`src/sv/rhh_pkg.sv`:
```
// Shared types and constants of the Robin Hood hash table.
// Used by the register block, controller, datapath and top level.
`timescale 1ns / 1ps
`default_nettype none
package rhh_pkg;

   localparam int          SLOTS_DEF      = 1024;
   localparam int          KEY_BITS_DEF   = 32;
   localparam int          VALUE_BITS_DEF = 16;
   localparam logic [63:0] HASH_MULT      = 64'h9E3779B97F4A7C15;
   localparam logic [3:0]  LG_RESET       = 4'd10;
   localparam int          LG_W           = 5;
   localparam int          PADDR_W        = 3;
   localparam logic        REG_TABLE_SIZE_LOG2 = 1'b0;

   localparam logic [1:0] ACT_INSERT = 2'd0;
   localparam logic [1:0] ACT_REMOVE = 2'd1;
   localparam logic [1:0] ACT_FIND   = 2'd2;
   localparam logic [1:0] ACT_NONE   = 2'd3;

   localparam logic [1:0] ST_OK        = 2'd0;
   localparam logic [1:0] ST_NOT_FOUND = 2'd1;
   localparam logic [1:0] ST_FULL      = 2'd2;

   typedef enum logic [3:0] {
      OP_IDLE,
      OP_LOAD,
      OP_MUL0,
      OP_MUL1,
      OP_MUL2,
      OP_HOME,
      OP_READ,
      OP_EVAL,
      OP_SHIFT,
      OP_REM_END,
      OP_RESPOND,
      OP_CLR_INIT,
      OP_CLR_STEP
   } op_type;

   typedef struct packed {
      op_type op;
   } dp_cmd_type;

   typedef struct packed {
      logic [1:0] action;
      logic       skip;
      logic       eval_done;
      logic       hit;
      logic       shift_stop;
      logic       clr_last;
   } dp_status_type;

endpackage
`default_nettype wire

```
`src/sv/rhh_csr.sv`:
```
// APB register block holding table_size_log2.
// Depends on rhh_pkg; raises a clear request on every write to the register.
`timescale 1ns / 1ps
`default_nettype none
module rhh_csr #(
   parameter int SLOTS = rhh_pkg::SLOTS_DEF
) (
   input  wire logic                       clock,
   input  wire logic                       reset,
   input  wire logic                       psel,
   input  wire logic                       penable,
   input  wire logic                       pwrite,
   input  wire logic [rhh_pkg::PADDR_W-1:0] paddr,
   input  wire logic [31:0]                pwdata,
   output logic      [31:0]                prdata,
   output logic                            pready,
   output logic      [rhh_pkg::LG_W-1:0]   eff_lg,
   output logic                            clear_req
);
   import rhh_pkg::*;

   localparam int MAX_LG = $clog2(SLOTS + 1) - 1;

   logic [3:0] lg_ff, lg_in;
   logic       wr_hit;

   assign pready    = 1'b1;
   assign wr_hit    = psel && penable && pwrite && (paddr[2] == REG_TABLE_SIZE_LOG2);
   assign clear_req = wr_hit;
   assign lg_in     = wr_hit ? pwdata[3:0] : lg_ff;

   always_ff @(posedge clock) begin
      if (reset) begin
         lg_ff <= LG_RESET;
      end else begin
         lg_ff <= lg_in;
      end
   end

   always_comb begin
      eff_lg = {1'b0, lg_ff};
      if (eff_lg < LG_W'(1)) begin
         eff_lg = LG_W'(1);
      end
      if (eff_lg > LG_W'(MAX_LG)) begin
         eff_lg = LG_W'(MAX_LG);
      end
      prdata = (paddr[2] == REG_TABLE_SIZE_LOG2) ? {28'd0, lg_ff} : 32'd0;
   end

endmodule
`default_nettype wire

```
`config.mk`:
```
export PLATFORM = sky130hd
export DESIGN_NAME = rhh_csr
export DESIGN_NICKNAME = d
export VERILOG_FILES = /design/src/sv/rhh_pkg.sv /design/src/sv/rhh_csr.sv
export SDC_FILE = /design/constraint.sdc
export NUM_CORES = 1
export LEC_CHECK = 0
export BUFFER_PORTS_ARGS = -buffer_cell sky130_fd_sc_hd__buf_4
export CAP_MARGIN = 10
export CORE_ASPECT_RATIO = 1.1
export CORE_UTILIZATION = 29
export CTS_CLUSTER_SIZE = 25
export DETAILED_ROUTE_END_ITERATION = 12
export GPL_ROUTABILITY_DRIVEN = 0
export HOLD_SLACK_MARGIN = 0.06
export PLACE_DENSITY = 0.95
export SLEW_MARGIN = 10
export SYNTH_ARGS = -nofsm -noshare
export SYNTH_HDL_FRONTEND = slang
export SYNTH_SLANG_ARGS = --single-unit
export TNS_END_PERCENT = 10
```
`constraint.sdc`:
```
create_clock -name clock -period 1.1 [get_ports clock]
set_input_delay 0 -clock clock [delete_from_list [all_inputs] [get_ports clock]]
set_output_delay 0 -clock clock [all_outputs]
set_load 0.02 [all_outputs]
```
==> results.ini <==
[global_routing]
first_global_vias=308
grt_pass1_wl_mm=1.28
grt_remaining_overflow=0
grt_max_degree=9
gr-usage-all-layers_pct=11.1
antenna_found_initial=0

[timing]
rsz0062_at_grt=false
setup_ws_ns=0.0466
hold_viol=0
min_period_over_period_pct=95.8
fin_skew_ns=0
finalSetupViolations=0
tns_ns=0
timing.fmax_mhz=949
slew_violations=0
whs_ns=0.0770
fin_crit_ns=1.05

[setup_path]
worstSetupPathType=reg -> out
worstPathMaxFanout=2
critPathLaunchType=flop
arrival_ns=1.05
cp-end-kind=output port
cp.required_ns=1.10

[cts]
htreeDepth=1
cts.sinks=4
clock_latency_ns=0.23
cts.reportedPaths.clkPinSlew_ns=0.04
cts_root_buffer=clkbuf_4
cts_buffer_depth=2
cts_buffers=3
cts_tree=built

[detailed_routing]
postRouteAntennaNets=0
drt-total-wl_um=813
remaining_drc_errors=0
viasPerCell=3.52
dr.pass1.iters=2
vias=356
wl_per_cell_um=8.05
drt-initial-drc-count=2

[power_and_ir_drop]
vdd_drop_max_mv=0.307
power_leakage_nw=0.329
powerDensity_nw_per_um2=869

[outcome]
status=complete, no violations

[die]
die_w_um=40.8
die-area_um2=1820
core_um2=1560
rows=15
die_y_um=44.6
start_util_pct=30.8
io_pins=79

[placed_design]
dpl.hpwl_um=602
dp_slack_ns=0.134
io_buffers=18

[cells_and_area]
syn_to_final_growth_pct=24.0
largest_reg_flops=4
reg_top3=lg_ff: 4 flops
max_flop_register=lg_ff
antenna_cells=0
nets=126
drive_gt1_share_pct=38.1

[run]
drv_cap=0

[yosys]
ys.warnings.count=0
syn_inst=60
ys_ff_latch=4
yosysUniqueCellTypes=14
syn_area_um2=479
syn_avg_cell_area_um2=7.99
synth-seq-area-share_pct=16.7

[hold_path]
hp-class=in -> reg

worst paths after layout:
check / from / endpoint / slack [ns] / cells past startpoint
worst min-delay path: reset / lg_ff[1]$_SDFFE_PP1P_ / 0.08 / 3
worst min register to register: lg_ff[0]$_SDFFE_PP0P_ / lg_ff[0]$_SDFFE_PP0P_ / 0.49 / 2
worst max-delay path: lg_ff[2]$_SDFFE_PP0P_ / eff_lg[0] / 0.05 / 3
worst max register to register: lg_ff[3]$_SDFFE_PP1P_ / lg_ff[3]$_SDFFE_PP1P_ / 0.33 / 3
layer usage:
layer / global-route usage, % / part of all wire [%]
met2: 19.7 / 60
met5: 0 / 0
met1: 8.23 / 31
met3: 6.03 / 8.4
met4: 8.00 / 0
worst max-delay path, stage by stage (launching register included):
cell	delay, ns
dfxtp_2	0.32
nor2_1	0.05
maj3_2	0.31
buf_6	0.13
final cells by class:
cell class                      instances  area, µm²
Fill cell                             171        963
Multi-Input combinational cell         51        262
Sequential cell                         4       83.8
Timing Repair Buffer                   25        201
Tap cell                               17       21.3
Clock buffer                            3       22.5
Inverter                                1       3.75
through the flow:
step	utilization [%]	power [mW]	area (µm²)	instances
after floorplan	-	0.356	584	88
after global routing	38.2	0.558	594	101
after detailed placement	32.1	0.314	500	91
after CTS	38.2	0.522	594	101
final	38.2	0.516	594	101
after global placement	32.1	0.313	500	91
Yosys cell counts, drive strengths merged:
master / n / area share (%)
and2b: 3 / 5.5
nor2b: 1 / 1.3
and4b: 1 / 2.1
clkbuf: 1 / 0.78
nand2b: 4 / 5.2
mux2i: 4 / 8.4
nor2: 6 / 4.7
a21o: 1 / 1.6
inv: 1 / 0.78
maj3: 1 / 2.1
dfxtp: 4 / 17
buf: 31 / 49
conb: 2 / 1.6
report_power, final:
part | total [mW] | internal (mW) | switching, mW
Clock | 0.186 | 0.122 | 0.0640
Sequential | 0.152 | 0.149 | 0.00211
Combinational | 0.178 | 0.0544 | 0.124
Total | 0.516 | 0.326 | 0.190
logic make-up after synthesis:
kind of cell               count (synthesis)  synth area share [%]
DFF                                        4                  16.7
adders and majority gates                  1                  2.09
muxes                                      4                  8.36
AOI/OAI and AO/OA                          1                  1.57
other                                      2                  1.57
and+or+nand+nor                           15                  18.8
buffers and inverters                     33                  50.9
layout by cell type, fill, tap and decap left out, types with 3 or more instances in the layout:
cell type	count
nor2_1	6
dlygate4sd3_1	4
conb_1	30
mux2i_1	4
clkbuf_4	3
dfxtp_2	3
and2b_2	3
nand2b_1	4
buf_4	20
timing repair:
| item | in CTS | in global routing |
|---|---|---|
| endpoints found under the setup margin | 1 | 1 |
| gates resized for setup | 5 | 1 |
| pin swaps | 0 | 1 |
| hold endpoints to repair | 4 | 0 |
| buffers inserted | 3 | 0 |
| hold buffers | 4 | 0 |
No activity file was read; power rests on OpenSTA's default activity.
