### src/sv/rhh_pkg.sv
// Shared types and constants of the Robin Hood hash table.
// Used by the register block, controller, datapath and top level.
`timescale 1ns / 1ps
`default_nettype none
package rhh_pkg;

   localparam int          SLOTS_DEF      = 1024;
   localparam int          KEY_BITS_DEF   = 32;
   localparam int          VALUE_BITS_DEF = 16;
   localparam logic [63:0] HASH_MULT      = 64'h9E3779B97F4A7C15;
   localparam logic [3:0]  LG_RESET       = 4'd10;
   localparam int          LG_W           = 5;
   localparam int          PADDR_W        = 3;
   localparam logic        REG_TABLE_SIZE_LOG2 = 1'b0;

   localparam logic [1:0] ACT_INSERT = 2'd0;
   localparam logic [1:0] ACT_REMOVE = 2'd1;
   localparam logic [1:0] ACT_FIND   = 2'd2;
   localparam logic [1:0] ACT_NONE   = 2'd3;

   localparam logic [1:0] ST_OK        = 2'd0;
   localparam logic [1:0] ST_NOT_FOUND = 2'd1;
   localparam logic [1:0] ST_FULL      = 2'd2;

   typedef enum logic [3:0] {
      OP_IDLE,
      OP_LOAD,
      OP_MUL0,
      OP_MUL1,
      OP_MUL2,
      OP_HOME,
      OP_READ,
      OP_EVAL,
      OP_SHIFT,
      OP_REM_END,
      OP_RESPOND,
      OP_CLR_INIT,
      OP_CLR_STEP
   } op_type;

   typedef struct packed {
      op_type op;
   } dp_cmd_type;

   typedef struct packed {
      logic [1:0] action;
      logic       skip;
      logic       eval_done;
      logic       hit;
      logic       shift_stop;
      logic       clr_last;
   } dp_status_type;

endpackage
`default_nettype wire

### src/sv/rhh_ctrl.sv
// Controller state machine sequencing hash, probe, insert, shift and clear.
// Depends on rhh_pkg; commands rhh_datapath and reads its status.
`timescale 1ns / 1ps
`default_nettype none
module rhh_ctrl (
   input  wire logic                  clock,
   input  wire logic                  reset,
   input  wire logic                  start,
   input  wire logic                  clear_req,
   input  wire rhh_pkg::dp_status_type status,
   output rhh_pkg::dp_cmd_type        cmd,
   output logic                       busy
);
   import rhh_pkg::*;

   typedef enum logic [3:0] {
      S_IDLE, S_CLR_INIT, S_CLR, S_PREP, S_MUL0, S_MUL1, S_MUL2, S_HOME,
      S_READ, S_EVAL, S_SREAD, S_SEVAL, S_REM_END, S_FINISH
   } state_type;

   state_type state_ff, state_in;

   assign busy = (state_ff != S_IDLE);

   always_comb begin
      state_in = state_ff;
      cmd.op   = OP_IDLE;
      case (state_ff)
         S_IDLE: begin
            if (start) begin
               cmd.op   = OP_LOAD;
               state_in = S_PREP;
            end
         end
         S_CLR_INIT: begin
            cmd.op   = OP_CLR_INIT;
            state_in = S_CLR;
         end
         S_CLR: begin
            cmd.op = OP_CLR_STEP;
            if (status.clr_last) begin
               state_in = S_IDLE;
            end
         end
         S_PREP: begin
            state_in = status.skip ? S_FINISH : S_MUL0;
         end
         S_MUL0: begin
            cmd.op   = OP_MUL0;
            state_in = S_MUL1;
         end
         S_MUL1: begin
            cmd.op   = OP_MUL1;
            state_in = S_MUL2;
         end
         S_MUL2: begin
            cmd.op   = OP_MUL2;
            state_in = S_HOME;
         end
         S_HOME: begin
            cmd.op   = OP_HOME;
            state_in = S_READ;
         end
         S_READ: begin
            cmd.op   = OP_READ;
            state_in = S_EVAL;
         end
         S_EVAL: begin
            cmd.op = OP_EVAL;
            if (!status.eval_done) begin
               state_in = S_READ;
            end else if (status.hit && status.action == ACT_REMOVE) begin
               state_in = S_SREAD;
            end else begin
               state_in = S_FINISH;
            end
         end
         S_SREAD: begin
            cmd.op   = OP_READ;
            state_in = S_SEVAL;
         end
         S_SEVAL: begin
            cmd.op   = OP_SHIFT;
            state_in = status.shift_stop ? S_REM_END : S_SREAD;
         end
         S_REM_END: begin
            cmd.op   = OP_REM_END;
            state_in = S_FINISH;
         end
         S_FINISH: begin
            cmd.op   = OP_RESPOND;
            state_in = S_IDLE;
         end
         default: begin
            state_in = S_IDLE;
         end
      endcase
      if (clear_req) begin
         cmd.op   = OP_IDLE;
         state_in = S_CLR_INIT;
      end
   end

   always_ff @(posedge clock) begin
      if (reset) begin
         state_ff <= S_CLR_INIT;
      end else begin
         state_ff <= state_in;
      end
   end

endmodule
`default_nettype wire
### config.mk
export PLATFORM = sky130hd
export DESIGN_NAME = rhh_ctrl
export DESIGN_NICKNAME = d
export VERILOG_FILES = /design/src/sv/rhh_pkg.sv /design/src/sv/rhh_ctrl.sv
export SDC_FILE = /design/constraint.sdc
export NUM_CORES = 1
export LEC_CHECK = 0
export ABC_AREA = 1
export CAP_MARGIN = 10
export CORE_AREA = 2 2 39 41
export CTS_CLUSTER_DIAMETER = 60
export DETAILED_ROUTE_END_ITERATION = 10
export DIE_AREA = 0 0 41 43
export DONT_BUFFER_PORTS = 1
export PLACE_DENSITY = 0.43
export SYNTH_ARGS = -nofsm -noshare
export SYNTH_HDL_FRONTEND = slang
export SYNTH_SLANG_ARGS = --single-unit
### constraint.sdc
create_clock -name clock -period 2.25 [get_ports clock]
set_input_delay 0.45 -clock clock [delete_from_list [all_inputs] [get_ports clock]]
set_output_delay 0.45 -clock clock [all_outputs]
set_load 0.1 [all_outputs]
==> flow_summary.json, run 1 <==
{
  "crit_arrival_ns": 1.61,
  "antenna_found_initial": 0,
  "clockBufferDepth": 2,
  "synth_fp_nets": 85,
  "max_freq_mhz": 484,
  "root_buffer": "clkbuf_4",
  "p_leak_nw": 0.232,
  "ys_warn_count": 0,
  "synthesis.area_sq_um": 390,
  "setup-tns-final_ns": 0,
  "via_per_inst": 5.14,
  "postRouteWirelength_mm": 1.04,
  "grt_setup_unrepaired": "false",
  "hold_viol": 0,
  "die_h_um": 43,
  "worstMarginPinSlew_ns": 0.315,
  "wl_per_cell_um": 10.6,
  "post_cts_resized": 0,
  "seq_area_frac_synth_pct": 20.5,
  "reg.largest.list": "state_ff: 4 flops",
  "port_buffers": 0,
  "drtIter0Drc": 13,
  "setup_ws_ns": 0.185,
  "dp_hpwl_um": 871,
  "path_max_fanout": 5,
  "final_nets": 95,
  "dr.pass1.iters": 4,
  "cp.required_ns": 1.80,
  "antenna_left": 0,
  "holdPathStages": 2,
  "relSlewSlack_pct": 78.9,
  "fin_crit_ns": 2.06,
  "overflow": 0,
  "numCtsBuffers": 3,
  "finClkSkew_ns": 0.00486,
  "final_util_pct": 34.9,
  "end_kind": "output pin",
  "cts_tree": "built",
  "postCtsSetupRepairBufs": 0,
  "cts.reportedPaths.clkPinSlew_ns": 0.04,
  "path_class": "reg -> out",
  "setup_violations": 0,
  "grt_use_total_pct": 13.6,
  "syn2layout_area_growth_pct": 23.7,
  "antennaDiodeCount": 0,
  "postSynthAreaPerCell_sq_um": 5.28,
  "gp_congestion": 0.877,
  "synth.ff_latch_count": 4,
  "clk-insertion-delay-late_ns": 0.23,
  "cap_violations": 0,
  "io-pin-count": 16,
  "largest_register_ffs": 4,
  "grt_first_pass_wirelength_mm": 1.69,
  "p_per_area_mw_per_mm2": 615,
  "regMostFlops": "state_ff",
  "hp-class": "in -> reg",
  "core_area_sq_mm": 0.00138,
  "final_cell_mix": "19 x nand2_1, 11 x inv_1, 10 x nor2_1",
  "totalPowerFinal_mw": 0.297,
  "rows": 14,
  "startpoint_type": "flop",
  "drc": 0,
  "outcome": "finished, final reports clean",
  "first_global_vias": 442,
  "cts_hold_buf": 0,
  "dieArea_sq_mm": 0.00176,
  "ys_types": 16,
  "place_ws_ns": 0.439,
  "cts_sinks": 4,
  "final_layout_size_suffix_gt1_share_pct": 20.7,
  "die_w_um": 41,
  "layout_worst_path_cycle_share_pct": 91.8,
  "start_util_pct": 28.2,
  "final_common_cell": "nand2_1",
  "cts_max_level": 1,
  "grt_max_degree": 9,
  "slew_viol_final": 0,
  "hold_ws_ns": 0.343,
  "ff2ff_path_depth": 6,
  "max-vdd-ir-drop_uv": 261,
  "num_vias": 504,
  "syn_inst": 74
}
final timing paths:
| check | startpoint | end | slack, ns |
|---|---|---|---|
| max reg2reg | state_ff[3]$_SDFFE_PP0P_ | state_ff[0]$_SDFFE_PP1P_ | 1.02 |
| min reg2reg | state_ff[3]$_SDFFE_PP0P_ | state_ff[3]$_SDFFE_PP0P_ | 0.62 |
| max | state_ff[2]$_SDFFE_PP0P_ | cmd[0] | 0.19 |
| min | reset | state_ff[0]$_SDFFE_PP1P_ | 0.34 |
cell usage after synthesis:
library cell / instances / area (sq um)
a21oi_1: 4 / 20.0
inv_2: 1 / 3.75
nand2_1: 19 / 71.3
a21oi_2: 1 / 8.76
nand3_1: 8 / 40.0
nor2_1: 12 / 45.0
o21ai_2: 1 / 8.76
inv_1: 11 / 41.3
o21ai_1: 1 / 5.00
nand2_2: 1 / 6.26
o21ai_0: 6 / 30.0
nand4_1: 1 / 6.26
dfxtp_1: 4 / 80.1
nor2_2: 1 / 6.26
nor3_1: 1 / 5.00
a31oi_1: 2 / 12.5
metal layers:
layer / vias up / track usage (%) / part of all wire [%]
met5: - / 0 / 0
met1: 218 / 16.7 / 44
met3: 2 / 6.81 / 7.7
met4: 0 / 1.33 / 1.8
li1: 261 / - / -
met2: 23 / 21.6 / 47
per-stage QoR:
stage | cell area, sq um | instances
4_1_cts | 483 | 98
3_3_place_gp | 460 | 95
2_1_floorplan | 403 | 74
6_report | 483 | 98
5_1_grt | 483 | 98
3_5_place_dp | 460 | 95
cell families (layout without fill, tap and decap cells):
family / after synthesis / after routing / synth area share (%)
AOI/OAI and AO/OA: 15 / 15 / 21.8
buffers and inverters: 12 / 20 / 11.5
DFF: 4 / 4 / 20.5
and+or+nand+nor: 43 / 43 / 46.2
critical path, cell delays in order, from the launching register on:
cell and delay, ns:
dfxtp_1 0.37, inv_1 0.11, nor2_1 0.21, nand2_1 0.13, o21ai_2 0.09, nor2_1 0.07
a21oi_2 0.11, buf_4 0.29
power breakdown:
group / switching (mW) / internal (mW)
clock network: 0.0282 / 0.0596
logic: 0.0976 / 0.0295
registers: 0.00655 / 0.0754
total: 0.132 / 0.165
layout make-up:
| class | instances | area [sq um] |
|---|---|---|
| clock buffer | 3 | 22.5 |
| tap | 16 | 20.0 |
| timing repair buffer | 5 | 37.5 |
| inverter | 12 | 45.0 |
| fill | 163 | 901 |
| sequential | 4 | 80.1 |
| multi-input combinational | 58 | 278 |
Note: power is estimated with default switching activity, not from simulation.
==> inputs of run 2 (changes only) <==
- clock period: 2.25 -> 2.4 ns (I/O delays scaled with it)
==> run 2 against run 1 <==
Clock power fell by 8.1%. Clock skew decreased by 0.0035 ns. Final cell count is the same. Design area unchanged. First-iteration DRC count rose by 31%. Global-route usage grew 0.72 points. Critical path depth unchanged. Die area stayed put. Setup slack improved by 0.11 ns. Routed wire length rose by 1.4%. Sequential share of layout area did not move. Largest cell class unchanged.
==> flow_summary.json, run 2 (synthesis gave the netlist of run 1 again) <==
{
  "port_buffers": 0,
  "final_layout_size_suffix_gt1_share_pct": 20.7,
  "wl_per_cell_um": 10.7,
  "p_per_area_mw_per_mm2": 575,
  "slew_viol_final": 0,
  "clockBufferDepth": 2,
  "wl_met3_um": 119,
  "final_util_pct": 34.9,
  "holdCritStartpoint": "reset",
  "postPlaceCellArea_sq_um": 460,
  "path_max_fanout": 5,
  "die_w_um": 41,
  "clk-insertion-delay-late_ns": 0.23,
  "p_leak_nw": 0.232,
  "regMostFlops": "state_ff",
  "cp.required_ns": 1.92,
  "layoutNonFillerInstCount": 98,
  "stdcell_area_sq_um": 483,
  "grt_max_degree": 9,
  "rows": 14,
  "reg.largest.list": "state_ff: 4 flops",
  "place_ws_ns": 0.571,
  "dp.cells": 95,
  "core_area_sq_mm": 0.00138,
  "largest_register_ffs": 4,
  "final_cell_mix": "19 x nand2_1, 11 x inv_1, 10 x nor2_1",
  "relSlewSlack_pct": 80.6,
  "drc": 0,
  "syn2layout_area_growth_pct": 23.7,
  "hold_ws_ns": 0.376,
  "ff2ff_path_depth": 7,
  "start_util_pct": 28.2,
  "first_global_vias": 455,
  "cts_max_level": 1,
  "overflow": 0,
  "r2r_start": "state_ff[0]$_SDFFE_PP1P_",
  "path_common_cell": "nor2_1",
  "finClkSkew_ns": 0.00132,
  "grt_first_pass_wirelength_mm": 1.71,
  "setup_violations": 0,
  "outcome": "finished, final reports clean",
  "layout_worst_path_cycle_share_pct": 87.5,
  "final_nets": 95,
  "cap_violations": 0,
  "dp_hpwl_um": 881,
  "antennaDiodeCount": 0,
  "min_to": "state_ff[0]$_SDFFE_PP1P_",
  "post_cts_resized": 0,
  "dr.pass1.iters": 4,
  "antenna_found_initial": 0,
  "cp_cell_sequence": "inv_1 -> nor2_1 -> nand2_1 -> o21ai_2 -> nor2_1 -> a21oi_2 -> buf_4",
  "reg2reg_slack_ns": 0.99,
  "end_kind": "output pin",
  "wl_met2_um": 482,
  "grt_use_total_pct": 14.4,
  "postCtsSetupRepairBufs": 0,
  "worstMarginPinSlew_ns": 0.290,
  "cts.reportedPaths.clkPinSlew_ns": 0.04,
  "fin_crit_ns": 2.10,
  "hold_viol": 0,
  "num_vias": 531,
  "crit_start": "state_ff[2]$_SDFFE_PP0P_",
  "r2r-end": "state_ff[1]$_SDFFE_PP0P_",
  "cts_hold_buf": 0,
  "setup_ws_ns": 0.299,
  "holdPathStages": 2,
  "cpPeakStageDelay_ns": 0.36,
  "numCtsBuffers": 3,
  "routedLengthMet1_um": 419,
  "setup-tns-final_ns": 0,
  "cp_slowest_cell": "dfxtp_1",
  "crit_arrival_ns": 1.62,
  "via_per_inst": 5.42,
  "postRouteWirelength_mm": 1.05,
  "antenna_left": 0,
  "top_layer": "met4",
  "io-pin-count": 16,
  "path_class": "reg -> out",
  "final_common_cell": "nand2_1",
  "gp_congestion": 0.864,
  "hp-class": "in -> reg",
  "startpoint_type": "flop",
  "max-vdd-ir-drop_uv": 304,
  "root_buffer": "clkbuf_4",
  "totalPowerFinal_mw": 0.278,
  "die_h_um": 43,
  "grt_setup_unrepaired": "false",
  "dieArea_sq_mm": 0.00176,
  "cts_tree": "built",
  "max_freq_mhz": 476,
  "drtIter0Drc": 17,
  "cts_sinks": 4
}
==> run 2: cell counts in the layout (fill, tap and decap cells not counted) <==
No cell type changed its count.
==> run 2: cell type report <==
class / count / area (sq um)
Fill cell: 151 / 901
Tap cell: 16 / 20.0
Timing Repair Buffer: 5 / 37.5
Inverter: 12 / 45.0
Clock buffer: 3 / 22.5
Sequential cell: 4 / 80.1
Multi-Input combinational cell: 58 / 278
==> run 2: worst max path at each step <==
stage	to	cells past startpoint
floorplan	cmd[0]	6
global placement	cmd[0]	7
detailed placement	cmd[0]	7
CTS	cmd[0]	7
global route	cmd[0]	7
finish	cmd[0]	7
==> run 2: report_power, final <==
| part | internal [mW] | total [mW] | leakage, nW | switching [mW] |
|---|---|---|---|---|
| Combinational | 0.0277 | 0.120 | 0.185 | 0.0920 |
| Clock | 0.0558 | 0.0807 | 0.0138 | 0.0250 |
| Sequential | 0.0707 | 0.0771 | 0.0328 | 0.00643 |
| Total | 0.154 | 0.278 | 0.232 | 0.123 |
==> run 2: routing by layer <==
metal / global-route usage, % / vias to the layer above
met2: 21.3 / 41
met3: 7.85 / 6
met5: 0 / -
met1: 17.4 / 226
li1: - / 258
met4: 4.00 / 0
==> run 2: worst max-delay path: cells and delay by family, from the launching register on <==
kind                   cells  cell delay [ns]
AO/OA/AOI/OAI              2             0.20
flip-flops                 1             0.36
AND/OR/NAND/NOR            3             0.43
buffers and inverters      2             0.40
==> inputs of run 3 (changes only) <==
- ABC_AREA: 1 -> not set
- PLACE_DENSITY: 0.43 -> not set
==> run 3 against run 2 <==
Clock-buffer cell count stayed put. Core utilization rose by 8.2 points. Setup slack worse by 0.17 ns. Sequential share of layout area shrank 3.2 points. Area after synthesis up 26%. Sequential cell count did not move.
==> flow_summary.json, run 3 <==
{
  "outcome": "finished, final reports clean",
  "p_leak_nw": 0.208,
  "synth-edff-count": 0,
  "max_freq_mhz": 441,
  "drtIter0Drc": 9,
  "drc": 0,
  "ys_warn_count": 0,
  "core_area_sq_mm": 0.00138,
  "antennaDiodeCount": 0,
  "path_class": "reg -> out",
  "postRouteWirelength_mm": 1.18,
  "dp.cells": 84,
  "die_w_um": 41,
  "via_per_inst": 5.89,
  "cts_hold_buf": 0,
  "slew_viol_final": 0,
  "layout_worst_path_cycle_share_pct": 94.5,
  "crit_arrival_ns": 1.79,
  "reg.largest.list": "state_ff: 4 flops",
  "hp-class": "in -> reg",
  "grt_setup_unrepaired": "false",
  "setup_violations": 0,
  "ys_types": 33,
  "postPlaceCellArea_sq_um": 574,
  "cts_max_level": 1,
  "numCtsBuffers": 3,
  "synth_area_leaders": "dfxtp_1 16%, o21ai_0 7.1%, a21oi_1 6.1%",
  "synth_fp_nets": 78,
  "antenna_left": 0,
  "layoutNonFillerInstCount": 87,
  "synthesis.area_sq_um": 493,
  "max-vdd-ir-drop_uv": 208,
  "final_common_cell": "o21ai_0",
  "postCtsSetupRepairBufs": 0,
  "rows": 14,
  "end_kind": "output pin",
  "cts.reportedPaths.clkPinSlew_ns": 0.03,
  "relSlewSlack_pct": 65.1,
  "largest_register_ffs": 4,
  "p_per_area_mw_per_mm2": 509,
  "worstMarginPinSlew_ns": 0.523,
  "grt_use_total_pct": 16.1,
  "cap_violations": 0,
  "postSynthAreaPerCell_sq_um": 7.36,
  "cts_sinks": 4,
  "antenna_found_initial": 0,
  "cts_tree": "built",
  "gp_congestion": 0.833,
  "die_h_um": 43,
  "start_util_pct": 35.6,
  "wl_per_cell_um": 13.5,
  "final_layout_size_suffix_gt1_share_pct": 26.8,
  "final_cell_mix": "7 x o21ai_0, 5 x a21oi_1, 5 x buf_4",
  "io-pin-count": 16,
  "seq_area_frac_synth_pct": 16.2,
  "synth_area_leader_cell": "dfxtp_1",
  "overflow": 0,
  "syn_inst": 67,
  "cp.required_ns": 1.92,
  "synth.ff_latch_count": 4,
  "stdcell_area_sq_um": 597,
  "grt_max_degree": 17,
  "n_fill_cell": 135,
  "path_max_fanout": 16,
  "post_cts_resized": 0,
  "hold_viol": 0,
  "ys.flop_type": "dfxtp_1",
  "num_vias": 512,
  "syn2layout_area_growth_pct": 21.1,
  "yosys-top-cells-count": "7 x o21ai_0, 6 x a21oi_1, 5 x nor2_1",
  "final_util_pct": 43.1,
  "totalPowerFinal_mw": 0.304,
  "grt_first_pass_wirelength_mm": 1.87,
  "fin_crit_ns": 2.27,
  "yosys.area.top_type_share_pct": 16.2,
  "root_buffer": "clkbuf_4",
  "finClkSkew_ns": 0.00743,
  "yosysMostFrequentCell": "o21ai_0",
  "clk-insertion-delay-late_ns": 0.25,
  "dr.pass1.iters": 4,
  "dieArea_sq_mm": 0.00176,
  "port_buffers": 0,
  "first_global_vias": 461,
  "regMostFlops": "state_ff",
  "startpoint_type": "flop",
  "dp_hpwl_um": 907,
  "async_flop_share_pct": 0,
  "final_nets": 84,
  "clockBufferDepth": 2
}
run 3: changes by cell type in the layout (fill, tap and decap cells not counted), sizes merged, moves of 3 or more:
cell,previous run,this run
nand3,8,3
nor2,13,6
inv,12,4
nor2b,0,3
nand2,20,3
run 3: path summary, 6_finish.rpt:
check	endpoint	depth (start not counted)	start	slack (ns)
setup / recovery	cmd[0]	5	state_ff[3]$_SDFFE_PP0P_	0.13
hold / removal	state_ff[3]$_SDFFE_PP0P_	1	reset	0.31
setup reg to reg	state_ff[1]$_SDFFE_PP0P_	6	state_ff[1]$_SDFFE_PP0P_	0.79
hold reg to reg	state_ff[2]$_SDFFE_PP0P_	3	state_ff[1]$_SDFFE_PP0P_	0.79
run 3: cell type report:
type	count	area, sq um	area share, %
Tap cell	16	20.0	3.35
Multi-Input combinational cell	53	382	63.9
Clock buffer	3	22.5	3.77
Inverter	4	15.0	2.52
Sequential cell	4	80.1	13.4
Timing Repair Buffer	7	77.6	13.0
run 3: metrics by stage:
step                      hold WS (ns)  setup TNS, ns  setup WS, ns
after floorplan                  0.557         -0.158        -0.158
after global placement           0.558              0         0.444
after detailed placement         0.560              0         0.402
after CTS                        0.309              0         0.142
after global routing             0.309              0        0.0284
final                            0.309              0         0.132
run 3: power by group:
| part | switching (mW) | leakage [nW] | total [mW] | internal (mW) |
|---|---|---|---|---|
| Clock | 0.0332 | 0.0138 | 0.0896 | 0.0563 |
| Combinational | 0.0896 | 0.161 | 0.135 | 0.0453 |
| Sequential | 0.00912 | 0.0328 | 0.0794 | 0.0703 |
| Total | 0.132 | 0.208 | 0.304 | 0.172 |
run 3: cell families (layout without fill, tap and decap cells):
family / after synthesis / count (layout) / share of synthesized area, %
xor gates and xnor gates: 1 / 1 / 1.78
and+or+nand+nor: 26 / 26 / 35.0
AOI/OAI and AO/OA: 25 / 25 / 33.3
buffers and inverters: 10 / 14 / 11.7
DFF: 4 / 4 / 16.2
muxes: 1 / 1 / 2.03
run 3: routing by layer:
metal	wire length [um]	part of all wire [%]	GRT usage, %	vias up
li1	-	-	-	256
met1	502	43	18.3	239
met2	536	46	22.5	13
met3	93	7.9	5.24	4
met4	42	3.6	14.0	0
met5	0	0	0	-
run 3: worst max-delay path: stages, from the launching register on:
cell and delay [ns]:
dfxtp_1 0.64, or2b_1 0.31, nor2_1 0.08, o21ai_0 0.10
a21oi_2 0.22, buf_12 0.19
